==> config.mk <==
export PLATFORM = sky130hd
export DESIGN_NAME = daisy_chain_order_rebuild
export DESIGN_NICKNAME = d
export VERILOG_FILES = /design/src/drc_pkg.sv /design/src/drc_ctrl.sv /design/src/drc_dp.sv /design/src/daisy_chain_order_rebuild.sv
export SDC_FILE = /design/constraint.sdc
export NUM_CORES = 1
export LEC_CHECK = 0
export CAP_MARGIN = 0
export CORE_UTILIZATION = 28
export CTS_BUF_LIST = sky130_fd_sc_hd__clkbuf_8
export DETAILED_ROUTE_END_ITERATION = 10
export DONT_BUFFER_PORTS = 1
export SETUP_SLACK_MARGIN = 0.2
export SYNTH_ARGS = -nofsm -noshare
export SYNTH_HDL_FRONTEND = slang
export SYNTH_SLANG_ARGS = --single-unit
export TNS_END_PERCENT = 10
==> constraint.sdc <==
create_clock -name clk -period 4.3 [get_ports clk]
set_clock_uncertainty 0.1 [all_clocks]
set_input_delay 0.43 -clock clk [delete_from_list [all_inputs] [get_ports clk]]
set_output_delay 0.43 -clock clk [all_outputs]
set_load 0.1 [all_outputs]
==> src/drc_pkg.sv <==
// ----------------------------------------------------------------------------
// drc_pkg
// Shared types and constants for the daisy-chain order rebuild block.
// ----------------------------------------------------------------------------
package drc_pkg;

  localparam int NODE_ID_SPAN   = 16;
  localparam int NODE_COUNT_DEF = 16;
  localparam int ROOT_NODE      = 0;

  typedef struct packed {
    logic [3:0] node_id;
    logic [7:0] master_id;
  } in_t;

  typedef struct packed {
    logic [3:0] chain_position;
    logic [3:0] chain_node;
    logic [4:0] chain_length;
    logic       last_in_chain;
  } out_t;

  typedef enum logic [1:0] {
    ST_IDLE,
    ST_MATCH,
    ST_PICK,
    ST_EMIT
  } state_t;

  typedef struct packed {
    logic load;
    logic match;
    logic pick;
    logic emit;
  } cmd_t;

  typedef struct packed {
    logic found;
    logic last;
  } sts_t;

endpackage

==> src/drc_ctrl.sv <==
// ----------------------------------------------------------------------------
// drc_ctrl
// Sequencer for table write, successor search and chain readout.
// ----------------------------------------------------------------------------
module drc_ctrl (
  input  logic          clk,
  input  logic          rst_n,
  input  logic          start,
  input  drc_pkg::sts_t sts,
  output drc_pkg::cmd_t cmd,
  output logic          busy,
  output logic          out_valid
);
  import drc_pkg::*;

  state_t state_r;
  state_t state_nxt;

  always_ff @(posedge clk) begin
    if (!rst_n) begin
      state_r <= ST_IDLE;
    end else begin
      state_r <= state_nxt;
    end
  end

  always_comb begin
    state_nxt = state_r;
    cmd       = '0;
    busy      = 1'b1;
    out_valid = 1'b0;
    unique case (state_r)
      ST_IDLE: begin
        busy = 1'b0;
        if (start) begin
          cmd.load  = 1'b1;
          state_nxt = ST_MATCH;
        end
      end
      ST_MATCH: begin
        cmd.match = 1'b1;
        state_nxt = ST_PICK;
      end
      ST_PICK: begin
        cmd.pick  = 1'b1;
        state_nxt = sts.found ? ST_MATCH : ST_EMIT;
      end
      ST_EMIT: begin
        cmd.emit  = 1'b1;
        out_valid = 1'b1;
        if (sts.last) begin
          state_nxt = ST_IDLE;
        end
      end
      default: begin
        state_nxt = ST_IDLE;
      end
    endcase
  end

endmodule

==> src/drc_dp.sv <==
// ----------------------------------------------------------------------------
// drc_dp
// Master table, used/valid flags, successor search and chain order buffer.
// ----------------------------------------------------------------------------
module drc_dp #(
  parameter int NODE_COUNT = drc_pkg::NODE_COUNT_DEF
) (
  input  logic          clk,
  input  logic          rst_n,
  input  drc_pkg::cmd_t cmd,
  input  drc_pkg::in_t  in_item,
  output drc_pkg::sts_t sts,
  output drc_pkg::out_t out_item
);
  import drc_pkg::*;

  localparam int TBL_DEPTH = (NODE_COUNT < NODE_ID_SPAN) ? NODE_COUNT : NODE_ID_SPAN;
  localparam int IDX_W     = $clog2(TBL_DEPTH);
  localparam int LEN_W     = $clog2(TBL_DEPTH + 1);

  logic [7:0]           table_r [TBL_DEPTH];
  logic [IDX_W-1:0]     order_r [TBL_DEPTH];
  logic [TBL_DEPTH-1:0] valid_r;
  logic [TBL_DEPTH-1:0] used_r;
  logic [TBL_DEPTH-1:0] cand_r;
  logic [TBL_DEPTH-1:0] cand_nxt;
  logic [IDX_W-1:0]     cur_r;
  logic [LEN_W-1:0]     len_r;
  logic [IDX_W-1:0]     pos_r;
  logic [IDX_W-1:0]     pick_idx;
  logic                 wr_en;
  logic [IDX_W-1:0]     wr_idx;

  assign wr_en  = cmd.load && (int'(in_item.node_id) < NODE_COUNT);
  assign wr_idx = in_item.node_id[IDX_W-1:0];

  always_comb begin
    for (int j = 0; j < TBL_DEPTH; j++) begin
      cand_nxt[j] = valid_r[j] && !used_r[j] && (table_r[j] == 8'(cur_r));
    end
  end

  always_comb begin
    pick_idx = '0;
    for (int j = TBL_DEPTH - 1; j >= 0; j--) begin
      if (cand_r[j]) begin
        pick_idx = IDX_W'(j);
      end
    end
  end

  always_ff @(posedge clk) begin
    if (wr_en) begin
      table_r[wr_idx] <= in_item.master_id;
    end
    if (cmd.load) begin
      order_r[0] <= IDX_W'(ROOT_NODE);
    end else if (cmd.pick && (cand_r != '0)) begin
      order_r[len_r[IDX_W-1:0]] <= pick_idx;
    end
    if (cmd.match) begin
      cand_r <= cand_nxt;
    end
  end

  always_ff @(posedge clk) begin
    if (!rst_n) begin
      valid_r <= TBL_DEPTH'(1) << ROOT_NODE;
      used_r  <= TBL_DEPTH'(1) << ROOT_NODE;
      cur_r   <= IDX_W'(ROOT_NODE);
      len_r   <= LEN_W'(1);
      pos_r   <= '0;
    end else begin
      if (wr_en) begin
        valid_r[wr_idx] <= 1'b1;
      end
      if (cmd.load) begin
        used_r <= TBL_DEPTH'(1) << ROOT_NODE;
        cur_r  <= IDX_W'(ROOT_NODE);
        len_r  <= LEN_W'(1);
        pos_r  <= '0;
      end else if (cmd.pick && (cand_r != '0)) begin
        used_r[pick_idx] <= 1'b1;
        cur_r            <= pick_idx;
        len_r            <= len_r + LEN_W'(1);
      end else if (cmd.emit) begin
        pos_r <= pos_r + IDX_W'(1);
      end
    end
  end

  assign sts.found = (cand_r != '0);
  assign sts.last  = ((LEN_W'(pos_r) + LEN_W'(1)) == len_r);

  assign out_item.chain_position = 4'(pos_r);
  assign out_item.chain_node     = 4'(order_r[pos_r]);
  assign out_item.chain_length   = 5'(len_r);
  assign out_item.last_in_chain  = sts.last;

endmodule

==> src/daisy_chain_order_rebuild.sv <==
// ----------------------------------------------------------------------------
// daisy_chain_order_rebuild
// Stores node master reports and reads out the chain rebuilt from root node 0.
// ----------------------------------------------------------------------------
//  Channel   Ports                       Transfer
//  input     start, busy, in_item        start high while busy low
//  result    out_valid, out_item         every cycle out_valid is high
//
//  A report holds busy through the search and the readout, L = chain length
//  (1..16): a match and a pick state per search step over the master table
//  (L steps, the last finds nothing), then one result per cycle.
//  Reset brings back an empty table with only the root valid.
//  Results cannot be stalled; each is on the ports for one cycle.
// ----------------------------------------------------------------------------
module daisy_chain_order_rebuild #(
  parameter int NODE_COUNT = drc_pkg::NODE_COUNT_DEF
) (
  input  logic          clk,
  input  logic          rst_n,
  input  logic          start,
  output logic          busy,
  input  drc_pkg::in_t  in_item,
  output logic          out_valid,
  output drc_pkg::out_t out_item
);
  import drc_pkg::*;

  cmd_t cmd;
  sts_t sts;

  drc_ctrl u_ctrl (
    .clk       (clk),
    .rst_n     (rst_n),
    .start     (start),
    .sts       (sts),
    .cmd       (cmd),
    .busy      (busy),
    .out_valid (out_valid)
  );

  drc_dp #(
    .NODE_COUNT (NODE_COUNT)
  ) u_dp (
    .clk      (clk),
    .rst_n    (rst_n),
    .cmd      (cmd),
    .in_item  (in_item),
    .sts      (sts),
    .out_item (out_item)
  );

endmodule

==> results.tsv, run 1 <==
stage	metric	value	unit
timing	layout_setup_ws	0.8837	ns
floorplanning	initial_core_util	28.33	%
pwr	switching_share	22.04	%
critical_path	crit_family	multiplexers	
critical_path	cp_max_fo	16	
final_layout	seq_area	7267	um^2
critical_path	slowest_delay	0.98	ns
pwr	p_clk_share	40.8	%
floorplanning	die_y	191.5	um
routing	wl	21190	um
place	place_congestion	0.7877	
timing	final_max_slew_viol_count	0	
critical_path	worst-path-buf-inv	0	
final_layout	multiInputGateArea	2641	um^2
pwr	power_frac_seq	55.3	%
synthesis	synth_cell_types	58	
synthesis	synth_top_area_cell	edfxtp_1	
critical_path	path_common_cell	mux4_2	
synthesis	synth_mux_area_share	4.480	%
synthesis	syn_area_per_cell	16.06	um^2
place	place_area	10640	um^2
synthesis	syn_area	10050	um^2
pwr	p_comb_share	3.9	%
timing	hold_slack	0.02598	ns
routing	drc	0	
synthesis	synth_edf_count	208	
final_layout	final_cells	1165	
pwr	p_per_area	430.9	nW/um^2
timing	rsz0062_at_grt	false	
synthesis	yosysWarningCount	0	
cts	root_buffer	clkbuf_8	
synthesis	ys_top_cells_by_area	edfxtp_1 (62%), dfxtp_1 (10%), xnor2_1 (6.0%)	
min_path	hold_class	in -> reg	
routing	first_pass_iters	7	
final_layout	diodes	0	
pwr	p_int	3.879	mW
synthesis	synth_top_area_share	62.13	%
floorplanning	row_count	69	
critical_path	timing_worst_setup_path_type	reg -> out	
timing	fin_crit_sh	79.45	%
place	placed_cells	1080	
synthesis	synthXorXnorAreaFrac	6.534	%
global_route	grt_overflow	0	
timing	max_freq	292.7	MHz
place	dpl.hpwl	13720	um
cts	clkTransAtPathRegs	0.06	ns
pwr	netSwitchingPower	1.097	mW
final_layout	design_area	11550	um^2
global_route	first_global_vias	5394	
pwr	irDropWorstVdd	0.0001910	V
floorplanning	core_area	35480	um^2
cts	cts_buffers	41	
final_layout	fin_util	32.54	%
pwr	power	4.975	mW
routing	drtIter0Drc	447	
floorplanning	ioPinCount	31	
synthesis	async_reset_ff_share	0	%
cts	cts_setup_buffers	0	
synthesis	syn_nets	643	
cts	cts_max_level	2	
floorplanning	dieArea	36670	um^2
final_layout	nets	689	
synthesis	synth-seq-cells	259	
timing	hold_viol	0	
routing	routed_via_density	4.712	
cts	cts-resized-gates	0	
critical_path	crit_path_end_kind	primary output	
pwr	p_leak	3.480	nW
timing	setup_tns	0	ns
synthesis	synth_top_family_by_area	simple AND/OR/NAND/NOR gates	
synthesis	synth_compound_area_share	4.729	%
critical_path	critPathLaunchType	register	
place	io_buffers	0	
routing	via_count	5489	
cts	cts-root-to-sink-buffers	3	
global_route	antenna_found_initial	7	
final_layout	drive_above_1_share	18.04	%
global_route	grt_max_degree	19	
synthesis	synth_simple_gate_area_share	10.28	%
synthesis	synthCells	626	
timing	tightest_slew	1.136	ns
routing	ant_nets	0	
timing	max_slew_margin	24.18	%
cts	cts_tree	done	
timing	min_period	3.416	ns
place	post-place-ws	1.368	ns
critical_path	slowest_stage	dfxtp_1	
floorplanning	die_x	191.5	um
routing	avgRoutedWirePerCell	18.19	um
critical_path	critPathRequiredTime	3.77	ns
cts	cts_hold_repair.buffers	10	
cts	cts.sinks	259	
final_layout	syn2layout_area_growth	14.86	%
synthesis	seq_area_frac_synth	72.28	%
final_layout	fillers	3391	
global_route	grt_pass1_wl	32480	um
global_route	grtUsageTotal	11.78	%
synthesis	synth_ff_type	edfxtp_1	
timing	setup_viol	0	
critical_path	critPathArrivalTime	2.89	ns
cts	clock_latency	0.53	ns
job	max_cap_violations	0	
run_status	status	finished, final reports clean	
synthesis	synthAdderAreaFrac	0.2489	%
critical_path	path_cells	mux4_2, mux4_2	
worst register-to-register path, delay by kind of cell (launching register included):
family / cells / cell delay (ns)
flip-flops: 1 / 0.53
AND/OR/NAND/NOR: 3 / 0.97
AO/OA/AOI/OAI: 1 / 0.78
routing by layer:
metal | vias to the layer above | wire length, um | part of all wire (%) | track usage [%]
li1 | 2504 | - | - | -
met1 | 2780 | 10190 | 48 | 16.53
met2 | 142 | 9243 | 44 | 17.68
met3 | 49 | 1327 | 6.3 | 3.525
met4 | 14 | 344 | 1.6 | 2.930
met5 | - | 85 | 0.40 | 0
power groups by stage:
stage	logic [mW]	clock network (mW)	registers (mW)
6_report	0.194	2.03	2.75
5_1_grt	0.209	2.19	2.75
4_1_cts	0.197	2.07	2.75
3_5_place_dp	0.160	0	2.81
3_3_place_gp	0.159	0	2.80
2_1_floorplan	0.129	0	2.80
state kept, by name, summed over array words and instances (netlist names), named ones only:
signal,cells
u_dp.cand_r,16
u_dp.pos_r,4
u_dp.valid_r,16
u_dp.order_r,64
u_dp.cur_r,4
u_dp.used_r,16
u_dp.table_r,128
u_ctrl.state_r,2
u_dp.len_r,5
layout by cell type (no fill, tap or decap), drive strengths merged, types with 5 or more instances in the layout:
master and instances:
a21oi 9, a32o 5, buf 16, clkbuf 49
clkinv 13, dfxtp 51, dlygate4sd3 10, edfxtp 208
inv 20, mux4 20, nand2 28, nand2b 9
nand4 21, nor2 46, nor3 12, nor4 22
o21a 16, o21ai 7, o31ai 6, or4b 16
xnor2 69, xor2 6
worst paths after layout:
check	from	endpoint	slack, ns	depth (start not counted)
worst max-delay path	register	out_item[6]	0.88	2
worst min-delay path	rst_n	u_ctrl.state_r[1]	0.03	2
worst max register to register	u_dp.cand_r[0]	u_dp.order_r[1][0]	1.54	4
worst min register to register	u_dp.valid_r[0]	u_dp.valid_r[0]	0.35	1
synth_stat cells, types with 2 or more instances:
cell type  number
edfxtp_1      208
xnor2_1        69
dfxtp_1        51
nor2_1         45
nand2_1        27
nand4_1        21
mux4_2         20
nor4_1         18
o21a_1         16
or4b_2         16
clkbuf_1       12
nor3_1         11
a21oi_1         9
buf_2           8
inv_1           8
nand2b_1        8
o31ai_1         6
xor2_1          6
a32o_1          5
nor2b_1         4
o21ai_0         4
a22o_1          3
nand3_1         3
nand3b_1        3
nor4_2          3
a211oi_1        2
buf_6           2
ha_1            2
o211ai_1        2
o21ai_1         2
o22ai_1         2
or2_2           2
or3_1           2
or3_4           2
cell type report:
type / instances / area share [%]
multi-input cells: 336 / 22.87
well taps: 461 / 4.995
clock buffers: 49 / 5.840
repair buffers: 26 / 1.907
inverters: 8 / 0.2601
clock inverters: 26 / 1.192
flip-flops and latches: 259 / 62.93
logic make-up (layout without fill, tap and decap cells):
| kind of cell | count (synthesis) | after routing |
|---|---|---|
| flops | 259 | 259 |
| buf+inv | 31 | 109 |
| simple gates | 176 | 176 |
| compound gates | 63 | 63 |
| mux | 20 | 20 |
| fa+ha+maj | 2 | 2 |
| xor+xnor | 75 | 75 |
(Power assumes the default switching activity.)
==> run 2, diff against run 1 <==
==> constraint.sdc (replaced) <==
create_clock -name clk -period 2.84 [get_ports clk]
set_clock_uncertainty 0.1 [all_clocks]
set_input_delay 0.284 -clock clk [delete_from_list [all_inputs] [get_ports clk]]
set_output_delay 0.284 -clock clk [all_outputs]
set_load 0.1 [all_outputs]
==> run 2 against run 1 <==
Effect of this change:
- worst setup slack lost 0.76 ns
- total power grew 54%
- clock power grew 56%
- sequential share of layout area shrank 1.8 points
- sequential cell count is the same
- via count grew 1.1%
- first-iteration DRC count grew 2.0%
- critical path depth grew 2
- clock-buffer cell count shrank 5
- register-to-register slack lost 1.3 ns
==> results.tsv, run 2 (synthesis gave the netlist of run 1 again) <==
stage	metric	value	unit	change
timing	min_period	2.716	ns	
floorplanning	initial_core_util	28.33	%	unchanged
cts	clock_latency	0.56	ns	+0.03 ns
global_route	first_global_vias	5732		+6.3%
final_layout	final_cell_mix	edfxtp_1 (208), xnor2_1 (69), dfxtp_1 (48)		
final_layout	drive_above_1_share	21.57	%	+3.5 points
floorplanning	row_count	69		unchanged
critical_path	slowest_delay	0.55	ns	-0.43 ns
global_route	grt_pass1_wl	33230	um	+2.3%
critical_path	critPathLaunchType	register		
global_route	antenna_found_initial	1		-6
routing	drtIter0Drc	456		+2.0%
critical_path	ff2ff_path_depth	6		+2
timing	max_freq	368.2	MHz	
critical_path	slowest_stage	mux4_2		
critical_path	worst-path-buf-inv	2		+2
routing	ant_nets	0		unchanged
routing	via_count	5550		+1.1%
floorplanning	die_y	191.5	um	unchanged
critical_path	path_depth	4		+2
routing	avgRoutedWirePerCell	17.94	um	-1.4%
timing	hold_viol	0		unchanged
floorplanning	die_x	191.5	um	unchanged
routing	first_pass_iters	5		-2
min_path	hold_class	in -> reg		
floorplanning	ioPinCount	31		unchanged
timing	rsz0062_at_grt	true		
place	dpl.hpwl	13410	um	-2.3%
routing	routed_via_density	4.629		-1.8%
final_layout	syn2layout_area_growth	18.43	%	
final_layout	nets	721		+4.6%
pwr	power	7.663	mW	+54%
final_layout	fillers	3400		+0.27%
timing	setup_tns	0	ns	unchanged
min_path	hold_depth	2		unchanged
place	place_congestion	0.8204		+4.2%
global_route	grtUsageTotal	12.11	%	+0.33 points
timing	max_slew_margin	28.18	%	+4.0 points
run_status	status	finished, final reports clean		
final_layout	top_register	u_dp.table_r		
pwr	irDropWorstVdd	0.0003510	V	+84%
place	io_buffers	0		unchanged
routing	drc	0		unchanged
timing	fin_crit_sh	95.64	%	
timing	tightest_slew	1.074	ns	-0.06205 ns
critical_path	critPathArrivalTime	2.33	ns	-0.56 ns
routing	wl	21520	um	+1.5%
global_route	grt_overflow	0		unchanged
timing	hold_slack	0.1085	ns	+0.08248 ns
critical_path	crit_path_end_kind	primary output		
cts	clkTransAtPathRegs	0.06	ns	about the same
cts	cts_max_level	2		unchanged
global_route	grt_max_degree	22		+3
pwr	p_leak	3.690	nW	+6.0%
cts	cts_tree	done		
job	max_cap_violations	0		unchanged
final_layout	reg_top3	u_dp.table_r x128, u_dp.order_r x64		
critical_path	cp_max_fo	8		-8
cts	root_buffer	clkbuf_8		
floorplanning	core_area	35480	um^2	unchanged
cts	cts_buffers	41		unchanged
final_layout	largest_reg_flops	128		unchanged
critical_path	crit_family	multiplexers		
timing	setup_viol	0		unchanged
floorplanning	dieArea	36670	um^2	unchanged
cts	cts_setup_buffers	0		unchanged
final_layout	seq_area	7273	um^2	about the same
final_layout	final_common_cell	edfxtp_1		
pwr	p_per_area	643.6	nW/um^2	+49%
cts	cts-root-to-sink-buffers	3		unchanged
timing	final_max_slew_viol_count	0		unchanged
cts	cts.sinks	259		unchanged
critical_path	path_cells	buf_12, mux4_2, mux4_2, buf_12		
critical_path	critPathRequiredTime	2.46	ns	-1.31 ns
critical_path	timing_worst_setup_path_type	reg -> out		
final_layout	multiInputGateArea	2646	um^2	+0.19%
==> run 2: final timing paths <==
| path | startpoint | to | slack [ns] |
|---|---|---|---|
| max | register | out_item[9] | 0.12 |
| min | rst_n | register | 0.11 |
| max reg2reg | u_dp.cand_r[0] | u_dp.order_r[13][3] | 0.26 |
| min reg2reg | u_dp.valid_r[0] | u_dp.valid_r[0] | 0.34 |
==> run 2: where the power goes <==
group	total, mW	leakage (nW)	internal [mW]	switching [mW]
logic	0.336	0.960	0.104	0.233
clock network	3.17	0.481	1.72	1.45
registers	4.16	2.25	4.13	0.0268
==> run 2: area by class of cell <==
cell class                 count  share of cell area [%]
antenna                        1                 0.02102
sequential                   259                   61.09
inverter                       8                  0.2522
clock inverter                32                   1.881
tap                          461                   4.844
timing repair buffer          58                   4.603
clock buffer                  44                   5.086
multi-input combinational    336                   22.23
==> run 2: worst register-to-register path, stage by stage (launching register included) <==
cell      delay (ns)
edfxtp_1        0.53
nor4_4          0.07
buf_4           0.17
a41oi_1         0.58
nand3b_1        0.23
buf_4           0.20
nor2_1          0.32
==> run 2: timing repair <==
item,4_1_cts,5_1_grt
cloned,1,0
resized for setup,6,1
hold buffers,12,0
setup endpoints to repair,4,37
endpoints found under the hold margin,175,0
==> run 2: stage by stage <==
step           std cells  worst slack, ns  utilization (%)  instance area [um^2]
2_1_floorplan        626           0.2500                -                 10060
3_3_place_gp        1109           0.3202            30.73                 10910
3_5_place_dp        1109           0.3119            30.73                 10910
4_1_cts             1198          0.09688            33.53                 11900
5_1_grt             1199          0.05468            33.56                 11910
6_report            1199           0.1237            33.56                 11910
==> run 2: per-layer routing <==
layer	share of wire, %	global-route usage [%]	vias to the layer above
met5	0	0	-
met4	2.3	4.182	0
met3	5.5	2.919	44
met2	45	18.98	135
met1	47	16.32	2795
li1	-	-	2576
==> run 3, diff against run 2 <==
--- a/config.mk
+++ b/config.mk
@@ -6,10 +6,11 @@
 export NUM_CORES = 1
 export LEC_CHECK = 0
 export CAP_MARGIN = 0
-export CORE_UTILIZATION = 28
+export CORE_UTILIZATION = 59
 export CTS_BUF_LIST = sky130_fd_sc_hd__clkbuf_8
 export DETAILED_ROUTE_END_ITERATION = 10
 export DONT_BUFFER_PORTS = 1
+export PLACE_DENSITY = 0.78
 export SETUP_SLACK_MARGIN = 0.2
 export SYNTH_ARGS = -nofsm -noshare
 export SYNTH_HDL_FRONTEND = slang
==> run 3 against run 2 <==
Effect of this change:
- final area decreased by 3.6%
- via count is 2.7% higher
- utilization grew 36 points
- maximum frequency fell by 0.47%
- first-iteration DRC count up 14%
- clock power fell by 6%
- register-to-register slack improved by 0.08 ns
- total power fell by 2.4%
- global-route usage up 13 points
- die area down 52%
==> results.tsv, run 3 (synthesis gave the netlist of run 1 again) <==
stage	metric	value	unit	change
critical_path	critPathLaunchType	register		
timing	hold_viol	0		unchanged
place	placed_cells	860		-22%
timing	max_slew_margin	26.68	%	-1.5 points
critical_path	critPathArrivalTime	2.35	ns	+0.02 ns
global_route	grtUsageTotal	25.12	%	+13 points
pwr	p_leak	3.618	nW	-1.9%
global_route	grt_max_degree	22		unchanged
final_layout	top_register	u_dp.table_r		
run_status	status	finished, final reports clean		
final_layout	nets	713		-1.1%
cts	cts-root-to-sink-buffers	3		unchanged
cts	clock_latency	0.56	ns	about the same
timing	fin_crit_sh	96.10	%	+0.45 points
routing	ant_nets	0		unchanged
cts	cts_buffers	41		unchanged
floorplanning	row_count	47		-32%
routing	avgRoutedWirePerCell	22.01	um	+23%
place	post-place-ws	0.4233	ns	+0.1114 ns
final_layout	design_area	11470	um^2	-3.6%
job	max_cap_violations	0		unchanged
timing	layout_setup_ws	0.1108	ns	-0.01288 ns
routing	wl	20870	um	-3.0%
routing	drc	0		unchanged
pwr	p_per_area	651.7	nW/um^2	+1.3%
cts	root_buffer	clkbuf_8		
timing	final_max_slew_viol_count	0		unchanged
global_route	grt_overflow	0		unchanged
cts	cts_max_level	2		unchanged
floorplanning	ioPinCount	31		unchanged
routing	first_pass_iters	5		unchanged
place	io_buffers	0		unchanged
pwr	power	7.477	mW	-2.4%
place	place_area	10490	um^2	-3.8%
routing	drtIter0Drc	519		+14%
critical_path	slowest_delay	0.53	ns	-0.02 ns
routing	routed_via_density	6.013		+30%
final_layout	syn2layout_area_growth	14.13	%	
min_path	hold_class	in -> reg		
final_layout	reg_top3	u_dp.table_r x128, u_dp.order_r x64		
global_route	grt_pass1_wl	32760	um	-1.4%
floorplanning	die_y	132.5	um	-31%
global_route	antenna_found_initial	0		-1
timing	tightest_slew	1.098	ns	+0.02415 ns
timing	rsz0062_at_grt	true		
final_layout	diodes	0		-1
cts	cts.sinks	259		unchanged
floorplanning	core_area	16580	um^2	-53%
cts	cts_tree	done		
floorplanning	initial_core_util	60.62	%	+32 points
critical_path	r2r_slack	0.34	ns	+0.08 ns
final_layout	fin_util	69.19	%	+36 points
cts	clkTransAtPathRegs	0.07	ns	about the same
critical_path	crit_path_end_kind	primary output		
critical_path	timing_worst_setup_path_type	reg -> out		
timing	max_freq	366.4	MHz	-0.47%
final_layout	final_cell_mix	edfxtp_1 (208), xnor2_1 (69), dfxtp_1 (47)		
critical_path	slowest_stage	mux4_2		
final_layout	largest_reg_flops	128		unchanged
final_layout	drive_above_1_share	20.47	%	-1.1 points
global_route	first_global_vias	5975		+4.2%
floorplanning	die_x	132.5	um	-31%
timing	min_period	2.729	ns	+0.01288 ns
critical_path	cp_max_fo	8		unchanged
critical_path	crit_family	multiplexers		
timing	setup_viol	0		unchanged
routing	via_count	5700		+2.7%
floorplanning	dieArea	17570	um^2	-52%
place	dpl.hpwl	13260	um	-1.1%
critical_path	worst-path-buf-inv	2		unchanged
critical_path	path_cells	buf_12, mux4_2, mux4_2, buf_12		
critical_path	critPathRequiredTime	2.46	ns	about the same
timing	hold_slack	0.02470	ns	-0.08376 ns
final_layout	final_cells	948		-21%
final_layout	final_common_cell	edfxtp_1		
timing	setup_tns	0	ns	unchanged
pwr	irDropWorstVdd	0.0005016	V	+43%
place	place_congestion	0.9143		+11%
## run 3: changes by cell type in the layout (fill, tap and decap cells not counted), sizes merged
cell | previous run | this run
diode | 1 | 0
clkbuf | 44 | 46
buf | 46 | 38
clkinv | 13 | 12
clkinvlp | 1 | 0
inv | 23 | 24
bufinv | 3 | 1
## run 3: final timing paths
kind,startpoint,to,depth (start not counted)
max reg2reg,u_dp.cand_r[3],u_dp.cur_r[1],5
min reg2reg,u_dp.valid_r[0],u_dp.valid_r[0],1
max,register,out_item[6],4
min,in_item[9],u_dp.table_r[4][7],2
## run 3: where the power goes
part           leakage (nW)  switching, mW  internal (mW)
combinational         0.908          0.224         0.0970
clock                 0.461           1.40           1.59
sequential             2.25         0.0338           4.13
## run 3: timing repair
item                                   4_1_cts  5_1_grt
gates cloned                                 1        0
endpoints found under the hold margin      166        0
setup buffers                                0        0
setup endpoints to repair                    4        5
hold buffers                                12        0
resized for setup                           13        0
## run 3: per-layer routing
| layer | vias to the layer above | track usage (%) | part of all wire [%] |
|---|---|---|---|
| met5 | - | 0 | 0 |
| met4 | 0 | 9.770 | 3.3 |
| met3 | 61 | 5.211 | 6.4 |
| met2 | 224 | 42.22 | 50 |
| met1 | 2863 | 32.28 | 40 |
| li1 | 2552 | - | - |
## run 3: cell type report
class	count	area [um^2]
clock inverter	29	157.7
multi-input combinational	336	2641
sequential	259	7274
timing repair buffer	50	461.7
fill	1060	5110
inverter	8	30.03
tap	220	275.3
clock buffer	46	633.1
